==> src/assert_macros.svh <==
// ----------------------------------------------------------------------------
// Assertion macros
// Concurrent assertion wrappers; define ASSERT_OFF to compile them out.
// ----------------------------------------------------------------------------
`ifndef ASSERT_MACROS_SVH
`define ASSERT_MACROS_SVH

`ifndef ASSERT_OFF

// Property must hold at every clock edge outside reset.
`define SAWCP_ASSERT(label, clk, rst_n, prop, msg) \
    label: assert property (@(posedge clk) disable iff (!rst_n) prop) else $error(msg);

// Condition must never be true outside reset.
`define SAWCP_ASSERT_NEVER(label, clk, rst_n, cond, msg) \
    label: assert property (@(posedge clk) disable iff (!rst_n) !(cond)) else $error(msg);

`else

`define SAWCP_ASSERT(label, clk, rst_n, prop, msg)
`define SAWCP_ASSERT_NEVER(label, clk, rst_n, cond, msg)

`endif

`endif

==> src/sawcp_pkg.sv <==
// ----------------------------------------------------------------------------
// sawcp_pkg
// Shared types and constants of the set-associative write-back cache
// directory: beat structs, line status codes, controller states and the
// command/status bundle between controller and datapath.
// ----------------------------------------------------------------------------
`timescale 1ns / 1ps

package sawcp_pkg;

    localparam int ADDR_W    = 32;
    localparam int STAMP_W   = 32;
    localparam int OUT_WAY_W = 2;
    localparam int LINE_ST_W = 2;

    // Access commands
    localparam logic CMD_READ  = 1'b0;
    localparam logic CMD_WRITE = 1'b1;

    // Line status codes; code 3 behaves like dirty
    localparam logic [LINE_ST_W-1:0] ST_INVALID = 2'd0;
    localparam logic [LINE_ST_W-1:0] ST_CLEAN   = 2'd1;
    localparam logic [LINE_ST_W-1:0] ST_DIRTY   = 2'd2;

    typedef struct packed {
        logic              cmd;
        logic [ADDR_W-1:0] block_number;
    } t_in_beat;

    typedef struct packed {
        logic                 hit;
        logic [OUT_WAY_W-1:0] way;
        logic                 writeback;
        logic [ADDR_W-1:0]    victim_block;
    } t_out_beat;

    typedef enum logic [2:0] {
        S_CLEAR,
        S_IDLE,
        S_LOOKUP,
        S_SCAN,
        S_COMMIT
    } t_state;

    // Kind of row write-back at the end of an access
    typedef enum logic [1:0] {
        CM_NONE,
        CM_STAMP,
        CM_WRITE
    } t_commit;

    typedef struct packed {
        logic    accept;
        logic    clear_wr;
        logic    scan_init;
        logic    scan_step;
        logic    from_scan;
        t_commit commit;
        logic    out_load;
    } t_dp_cmd;

    typedef struct packed {
        logic is_write;
        logic hit;
        logic any_invalid;
        logic clear_last;
        logic scan_last;
    } t_dp_sts;

endpackage

==> src/sawcp_ctrl.sv <==
// ----------------------------------------------------------------------------
// sawcp_ctrl
// Controller: sequences the clearing pass, lookup, LRU scan and commit of
// each access and owns the handshake flags of both channels.
// ----------------------------------------------------------------------------
`timescale 1ns / 1ps
`include "assert_macros.svh"

module sawcp_ctrl
    import sawcp_pkg::*;
(
    input  logic    i_clk,
    input  logic    i_rst_n,
    input  logic    i_in_valid,
    output logic    o_in_stall,
    output logic    o_out_valid,
    input  logic    i_out_stall,
    input  t_dp_sts i_sts,
    output t_dp_cmd o_cmd
);

    t_state r_state;
    t_state n_state;
    logic   r_out_valid;
    logic   n_out_valid;
    logic   w_out_free;

    // Result register can take a beat this cycle
    assign w_out_free = !r_out_valid || !i_out_stall;

    // State and output-valid registers
    always_ff @(posedge i_clk) begin
        if (!i_rst_n) begin
            r_state     <= S_CLEAR;
            r_out_valid <= 1'b0;
        end else begin
            r_state     <= n_state;
            r_out_valid <= n_out_valid;
        end
    end

    // Next state and datapath commands
    always_comb begin
        n_state         = r_state;
        o_cmd.accept    = 1'b0;
        o_cmd.clear_wr  = 1'b0;
        o_cmd.scan_init = 1'b0;
        o_cmd.scan_step = 1'b0;
        o_cmd.from_scan = 1'b0;
        o_cmd.commit    = CM_NONE;
        o_cmd.out_load  = 1'b0;

        unique case (r_state)
            S_CLEAR: begin
                o_cmd.clear_wr = 1'b1;
                if (i_sts.clear_last) begin
                    n_state = S_IDLE;
                end
            end
            S_IDLE: begin
                if (i_in_valid) begin
                    o_cmd.accept = 1'b1;
                    n_state      = S_LOOKUP;
                end
            end
            S_LOOKUP: begin
                priority if (i_sts.is_write && !i_sts.hit && !i_sts.any_invalid) begin
                    o_cmd.scan_init = 1'b1;
                    n_state         = S_SCAN;
                end else if (w_out_free) begin
                    o_cmd.out_load = 1'b1;
                    if (i_sts.is_write) begin
                        o_cmd.commit = CM_WRITE;
                    end else if (i_sts.hit) begin
                        o_cmd.commit = CM_STAMP;
                    end
                    n_state = S_IDLE;
                end
            end
            S_SCAN: begin
                o_cmd.scan_step = 1'b1;
                if (i_sts.scan_last) begin
                    n_state = S_COMMIT;
                end
            end
            S_COMMIT: begin
                if (w_out_free) begin
                    o_cmd.out_load  = 1'b1;
                    o_cmd.from_scan = 1'b1;
                    o_cmd.commit    = CM_WRITE;
                    n_state         = S_IDLE;
                end
            end
            default: begin
                n_state = S_CLEAR;
            end
        endcase

        // Hold the result until taken
        if (o_cmd.out_load) begin
            n_out_valid = 1'b1;
        end else if (!i_out_stall) begin
            n_out_valid = 1'b0;
        end else begin
            n_out_valid = r_out_valid;
        end
    end

    assign o_in_stall  = (r_state != S_IDLE);
    assign o_out_valid = r_out_valid;

    `SAWCP_ASSERT(a_load_free, i_clk, i_rst_n, o_cmd.out_load |-> w_out_free, "result beat overwritten while stalled")
    `SAWCP_ASSERT(a_accept_lookup, i_clk, i_rst_n, (i_in_valid && !o_in_stall) |=> (r_state == S_LOOKUP), "accepted beat not looked up")
    `SAWCP_ASSERT(a_load_valid, i_clk, i_rst_n, o_cmd.out_load |=> o_out_valid, "loaded result not presented")

endmodule

==> config.mk <==
export PLATFORM = sky130hd
export DESIGN_NAME = sawcp_ctrl
export DESIGN_NICKNAME = d
export VERILOG_FILES = /design/src/sawcp_pkg.sv /design/src/sawcp_ctrl.sv
export VERILOG_INCLUDE_DIRS = /design/src /design/src/src
export SDC_FILE = /design/constraint.sdc
export NUM_CORES = 1
export LEC_CHECK = 0
export BUFFER_PORTS_ARGS = -buffer_cell sky130_fd_sc_hd__buf_2
export CAP_MARGIN = 10
export CELL_PAD_IN_SITES_DETAIL_PLACEMENT = 1
export CELL_PAD_IN_SITES_GLOBAL_PLACEMENT = 1
export CORE_MARGIN = 2
export CORE_UTILIZATION = 29
export DETAILED_ROUTE_END_ITERATION = 10
export GPL_ROUTABILITY_DRIVEN = 0
export MAX_ROUTING_LAYER = met4
export PLACE_DENSITY = 0.72
export SYNTH_ARGS = -nofsm -noshare
export SYNTH_HDL_FRONTEND = slang
export SYNTH_SLANG_ARGS = --single-unit
==> constraint.sdc <==
create_clock -name i_clk -period 1.7 [get_ports i_clk]
set_input_delay 0 -clock i_clk [delete_from_list [all_inputs] [get_ports i_clk]]
set_output_delay 0 -clock i_clk [all_outputs]
set_load 0.01 [all_outputs]
==> metrics <==
per-cell routed wire length=11.2 µm; cts-stage hold buffer count=0; Worst-path clk slew=approximately 30 ps; Overall Power=~380 µW; CP endpoint kind=output pin; post-detail-place hpwl=a little under 800 µm; postcts setup bufs=0; initial antenna violation count=0; Vias/cell=4.99; Synth top area share=20.5%; fin crit share=91.3%; first-pass GRT wire length=1.39 mm; WP data required=about 1700 ps; CP max-delay cell=dfxtp_1; slew margin rel.=73.7%; die height=slightly above 40 µm; post-cts sizing count=0; largest net degree at the start of global routing=13; Rows=13; fin nets=79; # diodes=0; Peak VDD IR=~350 µV; Lkg Pwr=about 0.00024 µW; vias in the first global route=335; grt total ovfl=0; total core area=0.00128 mm²; ratio of cells with drive above 1 in the final layout=~40%; Max Fclk=about 640 MHz; area leader, netlist=dfxtp_1; register area share after synthesis=slightly above 20%; CTS tree=built; drt first-iter violations=5; PortBufs=18; via count=roughly 410; WP data arrival=~1600 ps; htree depth=1; Mapped Nets=between 50 and 60; Total GRT Usage=13.5%; Initial Util=between 30% and 40%; RSZ-0062 raised after global routing=no; largest cells by area after synthesis=dfxtp_1, mux2i_1, buf_4, a21oi_1, nand2_1; hold crit path type=input port to flip-flop; TritonRoute pass-1 iters=2; Skew-Pair Late Insertion Delay=~230 ps; root buffer cell=clkbuf_4; critical path's largest stage delay=550 ps; CP Launch Type=flip-flop; register bit count reported by yosys=4; PD cells=roughly 760 mW/mm²; syn_area_per_cell=roughly 7.8 µm²; Final Max Tran Viols=0; Slew @ Worst Pin=just under 400 ps; Max Root-Sink Buffers=2; Routed WL=about 930 µm; Mapped Cells=50; max cap viols=0; critical path peak fanout=12; final number of hold-violating endpoints=0; antenna-violating nets left=0; CP Cell Sequence=or2b_2, nor4b_1, buf_2; Synthesis Warnings=0; Die X=between 40 and 50 µm; Total Die Area=between 0.0015 and 0.002 mm²; Mapped Area=390 µm²; minimum clock period=~1600 ps; # IOs=19; TritonCTS Buffers=3; Crit Path Class=flip-flop to output pin; final setup fails=0; area delta synth->final=26.9%; setup TNS=0 ps; Final Skew=a little over 0.9 ps; outcome=completed; post-synthesis cell type count=29; Remaining DRCs=0; clock sink count=4
==> cells in the mapped netlist <==
cell type / count
a21oi_1: 4
a22oi_1: 1
a32o_1: 1
a41oi_1: 1
and2_1: 2
and2b_1: 1
and3_1: 1
and3b_1: 1
buf_4: 3
buf_6: 1
dfxtp_1: 4
inv_1: 2
mux2i_1: 3
nand2_1: 4
nand2b_1: 2
nand3_2: 1
nand4b_1: 1
nor2_1: 4
nor2b_1: 1
nor3_1: 1
nor3_2: 1
nor4b_1: 1
o211ai_1: 1
o21ai_0: 2
o21ai_1: 2
o21bai_2: 1
or2b_2: 1
or3b_4: 1
or4_1: 1
==> final timing paths <==
check	end	slack (ps)	start	cells past startpoint
setup / recovery	o_cmd[1]	150	r_state[1]	3
hold / removal	r_state[2]	30	i_rst_n	3
setup reg to reg	r_state[1]	240	r_state[1]	4
hold reg to reg	r_state[0]	610	r_state[0]	2
==> cell families (layout without fill, tap and decap cells) <==
kind of cell / Yosys count / in the layout / share of synthesized area (%)
AND/OR/NAND/NOR: 24 / 24 / 39.4
AO/OA/AOI/OAI: 13 / 13 / 21.8
buffers and inverters: 6 / 24 / 10.6
flip-flops: 4 / 4 / 20.5
multiplexers: 3 / 3 / 7.69
==> worst max-delay path: cells and delay by family, from the launching register on <==
family        cells  cell delay (ps)
flops             1              550
simple gates      2              600
buf+inv           1              180
==> placed cells by master (no fill, tap or decap), drive strengths merged <==
cell type / instances
a21oi: 4
a22oi: 1
a32o: 1
a41oi: 1
and2: 2
and2b: 1
and3: 1
and3b: 1
buf: 19
clkbuf: 3
dfxtp: 4
inv: 2
mux2i: 3
nand2: 4
nand2b: 2
nand3: 1
nand4b: 1
nor2: 4
nor2b: 1
nor3: 2
nor4b: 1
o211ai: 1
o21ai: 4
o21bai: 1
or2b: 1
or3b: 1
or4: 1
==> area by class of cell <==
class	count	area [µm²]
multi-input cells	40	269
inverters	2	7.51
clock buffers	3	22.5
flip-flops and latches	4	80.1
repair buffers	19	97.6
well taps	15	18.8
fillers	175	790
==> per-stage QoR <==
step,instance area [µm²],hold slack [ps],std cells,util [%],setup WS (ps)
global placement,473,266,80,36.8,295
finish,495,34.5,83,38.6,147
detailed placement,473,271,80,36.8,244
global route,495,64.1,83,38.6,38.6
floorplan,390,51.0,50,-,439
CTS,495,25.0,83,38.6,136
==> metal layers <==
layer / track usage [%] / vias up / wire length (µm)
li1: - / 217 / -
met1: 15.4 / 187 / 423
met2: 21.4 / 10 / 463
met3: 3.26 / 0 / 44
met4: 7.50 / 0 / 0
met5: - / - / 0
==> registers in the layout (all words and copies together), names as in the netlist <==
register     flops
o_out_valid      1
r_state          3
==> power by group <==
group | switching [µW] | internal (µW) | total (µW)
sequential | 20.6 | 104 | 125
combinational | 71.8 | 68.5 | 140
clock | 34.0 | 78.6 | 113
Note: power is estimated with default switching activity, not from simulation.
